**config.mk**
```make
export PLATFORM = sky130hd
export DESIGN_NAME = lru_key_value_cache
export DESIGN_NICKNAME = d
export VERILOG_FILES = /design/src/design/lkvc_pkg.sv /design/src/design/lkvc_cell.sv /design/src/design/lru_key_value_cache.sv
export VERILOG_INCLUDE_DIRS = /design/src /design/src/design
export SDC_FILE = /design/constraint.sdc
export NUM_CORES = 1
export LEC_CHECK = 0
export CORE_MARGIN = 5
export CORE_UTILIZATION = 57
export CTS_BUF_LIST = sky130_fd_sc_hd__clkbuf_8 sky130_fd_sc_hd__clkbuf_16
export CTS_CLUSTER_DIAMETER = 40
export CTS_CLUSTER_SIZE = 25
export DETAILED_ROUTE_END_ITERATION = 16
export DONT_BUFFER_PORTS = 1
export PLACE_DENSITY = 0.79
export SLEW_MARGIN = 30
export SYNTH_ARGS = -nofsm -noshare
export SYNTH_HDL_FRONTEND = slang
export SYNTH_SLANG_ARGS = --single-unit
```
**constraint.sdc**
```tcl
create_clock -name i_clk -period 5.35 [get_ports i_clk]
set_input_delay 1.07 -clock i_clk [delete_from_list [all_inputs] [get_ports i_clk]]
set_output_delay 1.07 -clock i_clk [all_outputs]
set_load 0.02 [all_outputs]
```
**src/design/lru_key_value_cache_defines.svh**
```systemverilog
// ----------------------------------------------------------------------------
// lru key-value cache assertion macros
// property wrappers on the block clock with reset masking
// ----------------------------------------------------------------------------
`ifndef LRU_KEY_VALUE_CACHE_DEFINES_SVH
`define LRU_KEY_VALUE_CACHE_DEFINES_SVH

// same-cycle implication
`define LKVC_ASSERT_IMP(lbl, ante, cons) \
    lbl: assert property (@(posedge i_clk) disable iff (!i_rst_n) (ante) |-> (cons)) \
        else $error("lkvc assertion failed");

// next-cycle implication
`define LKVC_ASSERT_NEXT(lbl, ante, cons) \
    lbl: assert property (@(posedge i_clk) disable iff (!i_rst_n) (ante) |=> (cons)) \
        else $error("lkvc assertion failed");

`endif

```
**src/design/lkvc_pkg.sv**
```systemverilog
// ----------------------------------------------------------------------------
// lkvc_pkg
// types and constants shared by the lru key-value cache
// ----------------------------------------------------------------------------
package lkvc_pkg;

    localparam int unsigned DEFAULT_MAX_ENTRIES = 16;
    localparam int unsigned KEY_W               = 32;
    localparam int unsigned VAL_W               = 32;
    localparam int unsigned CAP_REG_W           = 5;
    localparam logic [CAP_REG_W-1:0] CAP_RESET  = 5'd16;

    typedef enum logic {
        OP_GET = 1'b0,
        OP_PUT = 1'b1
    } t_opcode;

    typedef enum logic {
        ST_IDLE   = 1'b0,
        ST_UPDATE = 1'b1
    } t_state;

    typedef struct packed {
        t_opcode                   opcode;
        logic [KEY_W-1:0]          key;
        logic signed [VAL_W-1:0]   write_value;
    } t_cmd;

    typedef struct packed {
        logic                      found;
        logic signed [VAL_W-1:0]   read_value;
        logic                      evicted;
    } t_result;

    typedef struct packed {
        logic                      valid;
        logic [KEY_W-1:0]          key;
        logic [VAL_W-1:0]          value;
    } t_entry;

    typedef struct packed {
        logic                      lookup;
        logic                      update;
        logic                      put_new;
        logic                      found;
    } t_cell_ctrl;

endpackage

```
**src/design/lkvc_cell.sv**
```systemverilog
// ----------------------------------------------------------------------------
// lkvc_cell
// one recency slot: holds an entry, matches the key, shifts from its neighbour
// ----------------------------------------------------------------------------
module lkvc_cell import lkvc_pkg::*; #(
    parameter int unsigned IDX   = 0,
    parameter int unsigned CAP_W = 5
) (
    input  logic               i_clk,
    input  logic               i_rst_n,
    input  t_cell_ctrl         i_ctrl,
    input  logic [KEY_W-1:0]   i_key,
    input  logic [CAP_W-1:0]   i_cap,
    input  t_entry             i_prev,
    input  logic               i_hit_tail,
    output logic               o_hit_tail,
    input  logic [VAL_W-1:0]   i_hit_val,
    output logic [VAL_W-1:0]   o_hit_val,
    output t_entry             o_entry,
    output logic               o_match
);

    logic               r_valid;
    logic [KEY_W-1:0]   r_key;
    logic [VAL_W-1:0]   r_value;
    logic               r_match;
    logic               n_match;
    logic               n_take;
    logic               n_valid;

    always_comb begin
        n_match = r_valid && (r_key == i_key);
        n_take  = i_ctrl.update && (i_ctrl.put_new || (i_ctrl.found && o_hit_tail));
        n_valid = i_prev.valid && (!i_ctrl.put_new || (CAP_W'(IDX) < i_cap));
    end

    always_ff @(posedge i_clk) begin
        if (!i_rst_n) begin
            r_valid <= 1'b0;
            r_match <= 1'b0;
        end else begin
            if (i_ctrl.lookup) begin
                r_match <= n_match;
            end
            if (n_take) begin
                r_valid <= n_valid;
            end
        end
    end

    always_ff @(posedge i_clk) begin
        if (n_take) begin
            r_key   <= i_prev.key;
            r_value <= i_prev.value;
        end
    end

    assign o_hit_tail    = r_match | i_hit_tail;
    assign o_hit_val     = i_hit_val | (r_match ? r_value : '0);
    assign o_entry.valid = r_valid;
    assign o_entry.key   = r_key;
    assign o_entry.value = r_value;
    assign o_match       = r_match;

endmodule

```
**src/design/lru_key_value_cache.sv**
```systemverilog
// ----------------------------------------------------------------------------
// lru_key_value_cache
// fully associative key-value store with least-recently-used replacement
// ----------------------------------------------------------------------------
// channel   direction  handshake                     payload
// command   in         start high, busy low          i_cmd (t_cmd)
// result    out        o_result_strobe, one cycle    o_result (t_result)
// config    in         i_cfg_valid and o_cfg_ready   i_cfg_data (capacity)
//
// each beat has an accept cycle and an update cycle: the accept cycle compares the key in every cell,
// the update cycle shifts the cell row to put the touched key at the head.
// the result shows in the cycle after the update, when busy is low again.
// synchronous reset empties the row at once; no clearing pass.
// results cannot be stalled; config is always ready.
// ----------------------------------------------------------------------------
`include "lru_key_value_cache_defines.svh"

module lru_key_value_cache import lkvc_pkg::*; #(
    parameter int unsigned MAX_ENTRIES = DEFAULT_MAX_ENTRIES
) (
    input  logic                  i_clk,
    input  logic                  i_rst_n,
    input  logic                  start,
    output logic                  busy,
    input  t_cmd                  i_cmd,
    output logic                  o_result_strobe,
    output t_result               o_result,
    input  logic                  i_cfg_valid,
    output logic                  o_cfg_ready,
    input  logic [CAP_REG_W-1:0]  i_cfg_data
);

    localparam int unsigned CAP_W = $clog2(MAX_ENTRIES + 1);
    localparam int unsigned IDX_W = (MAX_ENTRIES > 1) ? $clog2(MAX_ENTRIES) : 1;

    t_state                 r_state;
    t_state                 n_state;
    t_cmd                   r_cmd;
    t_result                r_result;
    t_result                n_result;
    logic                   r_strobe;
    logic [CAP_REG_W-1:0]   r_capacity;
    logic [CAP_W-1:0]       w_cap;
    logic                   w_accept;
    logic                   w_update;
    t_cell_ctrl             w_ctrl;
    t_entry                 w_head;
    t_entry                 w_entry [MAX_ENTRIES];
    logic [MAX_ENTRIES-1:0] w_valid_vec;
    logic [MAX_ENTRIES-1:0] w_match_vec;
    logic                   w_hit_tail [MAX_ENTRIES+1];
    logic [VAL_W-1:0]       w_hit_val  [MAX_ENTRIES+1];
    logic                   w_found;
    logic                   w_is_put;

    // fsm next state
    always_comb begin
        n_state = r_state;
        case (r_state)
            ST_IDLE:   if (start) n_state = ST_UPDATE;
            ST_UPDATE: n_state = ST_IDLE;
            default:   n_state = ST_IDLE;
        endcase
    end

    // fsm outputs
    always_comb begin
        busy     = 1'b0;
        w_update = 1'b0;
        case (r_state)
            ST_IDLE: begin
                busy     = 1'b0;
                w_update = 1'b0;
            end
            ST_UPDATE: begin
                busy     = 1'b1;
                w_update = 1'b1;
            end
            default: begin
                busy     = 1'b0;
                w_update = 1'b0;
            end
        endcase
    end

    assign w_accept    = start && !busy;
    assign o_cfg_ready = 1'b1;

    // effective capacity
    always_comb begin
        if (r_capacity == '0) begin
            w_cap = CAP_W'(1);
        end else if (32'(r_capacity) > MAX_ENTRIES) begin
            w_cap = CAP_W'(MAX_ENTRIES);
        end else begin
            w_cap = CAP_W'(r_capacity);
        end
    end

    assign w_found  = w_hit_tail[0];
    assign w_is_put = (r_cmd.opcode == OP_PUT);

    always_comb begin
        w_ctrl.lookup  = w_accept;
        w_ctrl.update  = w_update;
        w_ctrl.put_new = w_is_put && !w_found;
        w_ctrl.found   = w_found;
        w_head.valid   = 1'b1;
        w_head.key     = r_cmd.key;
        w_head.value   = w_is_put ? r_cmd.write_value : w_hit_val[MAX_ENTRIES];
    end

    assign w_hit_tail[MAX_ENTRIES] = 1'b0;
    assign w_hit_val[0]            = '0;

    for (genvar gi = 0; gi < MAX_ENTRIES; gi++) begin : g_cell
        lkvc_cell #(
            .IDX   (gi),
            .CAP_W (CAP_W)
        ) u_cell (
            .i_clk      (i_clk),
            .i_rst_n    (i_rst_n),
            .i_ctrl     (w_ctrl),
            .i_key      (i_cmd.key),
            .i_cap      (w_cap),
            .i_prev     ((gi == 0) ? w_head : w_entry[(gi == 0) ? 0 : gi - 1]),
            .i_hit_tail (w_hit_tail[gi+1]),
            .o_hit_tail (w_hit_tail[gi]),
            .i_hit_val  (w_hit_val[gi]),
            .o_hit_val  (w_hit_val[gi+1]),
            .o_entry    (w_entry[gi]),
            .o_match    (w_match_vec[gi])
        );
        assign w_valid_vec[gi] = w_entry[gi].valid;
    end

    always_comb begin
        n_result.found      = w_found;
        n_result.read_value = (!w_is_put && w_found) ? w_hit_val[MAX_ENTRIES] : '0;
        n_result.evicted    = w_is_put && !w_found
                              && w_valid_vec[IDX_W'(w_cap - 1'b1)];
    end

    always_ff @(posedge i_clk) begin
        if (!i_rst_n) begin
            r_state    <= ST_IDLE;
            r_strobe   <= 1'b0;
            r_capacity <= CAP_RESET;
        end else begin
            r_state  <= n_state;
            r_strobe <= w_update;
            if (i_cfg_valid && o_cfg_ready) begin
                r_capacity <= i_cfg_data;
            end
        end
    end

    always_ff @(posedge i_clk) begin
        if (w_accept) begin
            r_cmd <= i_cmd;
        end
        if (w_update) begin
            r_result <= n_result;
        end
    end

    assign o_result_strobe = r_strobe;
    assign o_result        = r_result;

    `LKVC_ASSERT_NEXT(a_accept_busy, w_accept, busy && !o_result_strobe)
    `LKVC_ASSERT_NEXT(a_update_strobe, w_update, o_result_strobe && !busy)
    `LKVC_ASSERT_IMP(a_valid_prefix, 1'b1, ((w_valid_vec + 1'b1) & w_valid_vec) == '0)
    `LKVC_ASSERT_IMP(a_single_hit, w_update, $onehot0(w_match_vec))

endmodule

```
==> out/results.ini, run 1 <==
[outcome]
status=finished clean

[setup_path]
crit_path_end_kind=flip-flop
timing.critical_path.fanout_max=31
cp-start-kind=flip-flop
worst-endpoint-arrival_ns=4.23
worst-endpoint-required_ns=5.75
ws_path_type=flip-flop to flip-flop

[floorplanning]
floorplan.rows=103
die_width_um=291
core-area_um2=78700
floorplan.die.height_um=291
i_o_pin_cnt=111
floorplan.initialDensity=0.573
dieArea_um2=84800

[timing]
worst_slew_pin_slew_ns=1.05
layout_worst_path_cycle_share=0.716
setup_total_negative_slack_ns=0
max_freq_ghz=0.261
skew_ns=0.0265
timing.hold.ws_ns=0.421
worst_slew_margin_rel=0.301
drv_slew=0
report.final.hold_viol_count=0
finalWorstSetupSlack_ns=1.52
rsz0062_at_grt=no
finalSetupViolCount=0
finalWorstPathRequiredPeriod_ns=3.83

[power_and_ir_drop]
power.density_nw_per_um2=382
power_leakage_uw=0.0165
power.ir.vdd_worst_mv=0.429

[flow_run]
max_cap_viol_count=0

[routing]
routed_wl_mm=108
dr.pass1.iters=6
final_antenna_net_count=0
viasPerCell=6.43
dr_total_vias=24300
drt_first_iter_violations=3123
wl_per_cell_um=28.6
drc=0

[clocking]
tritoncts=yes
cts-buffers-inserted=114
h_tree_depth=3
worst_setup_hold_path_clk_slew_ns=0.07
cts.sinks=1162
worst_skew_pair.late_latency_ns=0.68
cts_hold_buffers=0
post_cts.repair.setup_buffers=0
cts_root_buffer=sky130_fd_sc_hd__clkbuf_16
ctsLongestPathBuffers=3
post_cts_resize_count=0

[layout]
core_utilization_of_the_finished_layout=0.639
final_design_area_no_fill_um2=50300
final_nets=2711
area_growth_from_synthesis_to_layout_pct=11.5
drive_gt1_frac=0.107
layout_commonest_cell=sky130_fd_sc_hd__edfxtp_1
most-common-layout-cells=sky130_fd_sc_hd__edfxtp_1, sky130_fd_sc_hd__xor2_1, sky130_fd_sc_hd__a22oi_1

[synthesis]
synth_ff_type=sky130_fd_sc_hd__edfxtp_1
seq_area_frac_synth=0.765
syn-cell-area_um2=45100
synth-seq-cells=1162
synth_area_per_cell_um2=17.1
synth-edff-count=1123
postSynth.asyncResetShare=0
synth_cell_types=54
post_synth_inst_count=2636
yosys_warnings=0
postSynthNetCount=2711

[place]
placed_area_um2=46200
hpwlAfterDp_mm=68.3
pre_cts_ws_ns=1.48
gp_congestion=0.910
portBuffers=0

[global_route]
grt_pass1_wl_mm=160
global_route.overflow_total=0
global_route.usage.total=0.249
largest_net_degree_at_the_start_of_global_routing=82
antenna_found_initial=6
first_global_vias=24900

[min_path]
worstHoldPathType=flip-flop to flip-flop

## where the power goes
part | total (uW) | switching (uW) | internal [uW]
combinational | 514 | 331 | 184
clock | 8360 | 3740 | 4620
sequential | 10300 | 155 | 10200
## synth_stat cells (all sizes together), types with 50 or more instances
cell type | n | area [um2]
a221oi | 64 | 561
a22o | 64 | 561
a22oi | 128 | 961
buf | 92 | 459
clkbuf | 58 | 218
edfxtp | 1123 | 33700
mux2i | 50 | 500
nand3 | 97 | 485
nor2 | 85 | 327
nor4 | 99 | 656
xnor2 | 81 | 709
xor2 | 432 | 3780
## layer usage
layer,global-route usage,up-vias,part of all wire
met4,0.101,8,0.041
met1,0.328,12000,0.36
met2,0.399,1815,0.48
met5,0,-,0.00092
li1,-,10200,-
met3,0.0686,302,0.12
## registers in the layout (all words and copies together) (netlist names)
register	count
g_cell.u_cell.r_key	512
r_cmd	64
r_capacity	5
g_cell.u_cell.r_valid	16
r_state	1
g_cell.u_cell.o_match	16
o_result	34
g_cell.u_cell.r_value	512
o_result_strobe	1
w_is_put	1
## cells by family after synthesis
family | Yosys count | synth area share
DFF | 1162 | 0.765
xor gates and xnor gates | 513 | 0.0996
and+or+nand+nor | 404 | 0.0481
AOI/OAI and AO/OA | 310 | 0.0548
buffers and inverters | 190 | 0.0184
muxes | 55 | 0.0136
adders and majority gates | 1 | 0.000277
other | 1 | 0.0000832
## path summary, 6_finish.rpt
check                           cells after the start  slack, ns                           to                      start
worst max register to register                      6       1.52  g_cell[13].u_cell.r_key[10]  g_cell[13].u_cell.o_match
worst min register to register                      0       0.42   g_cell[0].u_cell.r_key[11]                  r_cmd[43]
worst min-delay path                                0       0.42   g_cell[0].u_cell.r_key[11]                  r_cmd[43]
worst max-delay path                                6       1.52  g_cell[13].u_cell.r_key[10]  g_cell[13].u_cell.o_match
## worst max-delay path, stage by stage (launching register included)
cell and delay (ns):
sky130_fd_sc_hd__dfxtp_2 0.33, sky130_fd_sc_hd__nor4_4 0.75, sky130_fd_sc_hd__nand4b_4 0.36, sky130_fd_sc_hd__o31ai_4 0.30, sky130_fd_sc_hd__clkinv_2 0.67, sky130_fd_sc_hd__o41a_2 0.73, sky130_fd_sc_hd__buf_4 0.39
## cell type report
type,count,area [um2]
clock inverters,99,1120
fillers,5092,28400
inverters,40,159
clock buffers,117,2910
flip-flops and latches,1162,34500
well taps,1050,1310
multi-input cells,1284,9880
diodes,2,5.00
repair buffers,34,383
## through the flow
stage | instances | total power, uW
6_report | 3788 | 19200
4_1_cts | 3784 | 19300
2_1_floorplan | 2636 | 10900
3_3_place_gp | 3567 | 11000
5_1_grt | 3787 | 19700
3_5_place_dp | 3568 | 11000
No activity file was read; power rests on OpenSTA's default activity.
==> inputs of run 2 (changes only) <==
==> constraint.sdc (replaced) <==
create_clock -name i_clk -period 3.34 [get_ports i_clk]
set_input_delay 0.668 -clock i_clk [delete_from_list [all_inputs] [get_ports i_clk]]
set_output_delay 0.668 -clock i_clk [all_outputs]
set_load 0.02 [all_outputs]
==> run 2 against run 1 <==
Total power is 60% higher. Fmax rose by 36%. Final area increased by 0.42%. Clock power up 59%. Global-route usage increased by 0.078 points. Register-to-register slack worse by 1.0 ns. Utilization is 0.27 points higher. Sequential cell count did not move. Die area unchanged. Highest routed layer unchanged.
==> out/results.ini, run 2 (synthesis gave the netlist of run 1 again) <==
[layout]
layout_commonest_cell=sky130_fd_sc_hd__edfxtp_1
most-common-layout-cells=sky130_fd_sc_hd__edfxtp_1, sky130_fd_sc_hd__xor2_1, sky130_fd_sc_hd__a22oi_1
largest_registers=g_cell.u_cell.r_key x512, g_cell.u_cell.r_value x512, r_cmd x64
fillerInstances=5088
multi_input_area_um2=9890
final_design_area_no_fill_um2=50500
final_nets=2729
area_growth_from_synthesis_to_layout_pct=12.0
sequential_cell_area_um2=34500
drive_gt1_frac=0.110

[power_and_ir_drop]
switching_power_of_the_nets_uw=6750
pwr-share-clk=0.432
swShare=0.220
power.sequential.fraction=0.540
power_leakage_uw=0.0167
power.ir.vdd_worst_mv=0.629
post-layout-total-power_uw=30700
power.density_nw_per_um2=607
share_comb_of_total_power=0.028
cellInternalPower_uw=23900

[flow_run]
max_cap_viol_count=0

[floorplanning]
floorplan.die.height_um=291
die_width_um=291
dieArea_um2=84800
floorplan.rows=103
i_o_pin_cnt=111
core-area_um2=78700
floorplan.initialDensity=0.573

[global_route]
antenna_found_initial=5
grt_pass1_wl_mm=160
largest_net_degree_at_the_start_of_global_routing=66
first_global_vias=25300
global_route.overflow_total=0
global_route.usage.total=0.250

[timing]
layout_worst_path_cycle_share=0.844
finalSetupViolCount=0
worst_slew_pin_slew_ns=0.955
skew_ns=0.0250
rsz0062_at_grt=no
finalWorstPathRequiredPeriod_ns=2.82
setup_total_negative_slack_ns=0
timing.hold.ws_ns=0.0796
report.final.hold_viol_count=0
drv_slew=0
max_freq_ghz=0.355
worst_slew_margin_rel=0.363
finalWorstSetupSlack_ns=0.521

[setup_path]
crit_path_end_kind=flip-flop
series_of_cell_instances_along_the_critical_path=nor4_4 -> buf_4 -> nand2_1 -> nor4_2 -> nor2_4 -> buf_12
cp-start-kind=flip-flop
worst-endpoint-required_ns=3.74
slowest_stage=sky130_fd_sc_hd__nor4_2
path_buf_inv=2
worst_stage_delay_on_the_critical_path_ns=0.68
worst-endpoint-arrival_ns=3.22
ws_path_type=flip-flop to flip-flop
path_delay_family=simple AND/OR/NAND/NOR gates
timing.critical_path.fanout_max=34

[routing]
dr_total_vias=24300
final_antenna_net_count=0
drc=0
drt_first_iter_violations=3039
viasPerCell=6.38
wl_per_cell_um=28.6
dr.pass1.iters=6
routed_wl_mm=109

[clocking]
h_tree_depth=3
post_cts.repair.setup_buffers=0
worst_setup_hold_path_clk_slew_ns=0.08
cts-buffers-inserted=113
worst_skew_pair.late_latency_ns=0.68
ctsLongestPathBuffers=3
tritoncts=yes
cts_root_buffer=sky130_fd_sc_hd__clkbuf_16
post_cts_resize_count=0
cts_hold_buffers=0
cts.sinks=1162

[place]
gp_congestion=0.899
portBuffers=0
placed_area_um2=46500
pre_cts_ws_ns=0.495
hpwlAfterDp_mm=67.3

[outcome]
status=finished clean

[min_path]
worstHoldPathType=input pin to flip-flop

-- run 2: path summary, 6_finish.rpt --
check                            startpoint                           end  slack (ns)  cells past startpoint
hold reg to reg                   r_cmd[62]    g_cell[0].u_cell.r_key[30]        0.42                      0
setup / recovery  g_cell[13].u_cell.o_match  g_cell[8].u_cell.r_value[11]        0.52                      6
setup reg to reg  g_cell[13].u_cell.o_match  g_cell[8].u_cell.r_value[11]        0.52                      6
hold / removal                    i_cmd[43]                     r_cmd[43]        0.08                      0
-- run 2: power groups by stage --
stage / Sequential [uW] / Clock, uW / Combinational, uW
floorplan: 16800 / 0 / 705
detailed placement: 16900 / 0 / 847
finish: 16600 / 13300 / 863
global placement: 16800 / 0 / 813
global route: 16600 / 14000 / 916
CTS: 16600 / 13400 / 857
-- run 2: layout make-up --
cell class	count	area share
inverter	40	0.00310
clock inverter	97	0.0207
multi-input combinational	1284	0.196
antenna	3	0.000149
timing repair buffer	53	0.0128
tap	1050	0.0260
sequential	1162	0.683
clock buffer	117	0.0580
-- run 2: metrics by stage --
stage          cells  utilization
3_5_place_dp    3586        0.590
2_1_floorplan   2636            -
5_1_grt         3803        0.641
6_report        3806        0.641
4_1_cts         3800        0.640
3_3_place_gp    3581        0.589
-- run 2: routing by layer --
| layer | vias up | routed length (um) | track usage |
|---|---|---|---|
| met5 | - | 37 | 0 |
| met3 | 302 | 12500 | 0.0668 |
| met4 | 6 | 4630 | 0.0966 |
| met2 | 1755 | 52000 | 0.407 |
| met1 | 12000 | 39500 | 0.326 |
| li1 | 10200 | - | - |
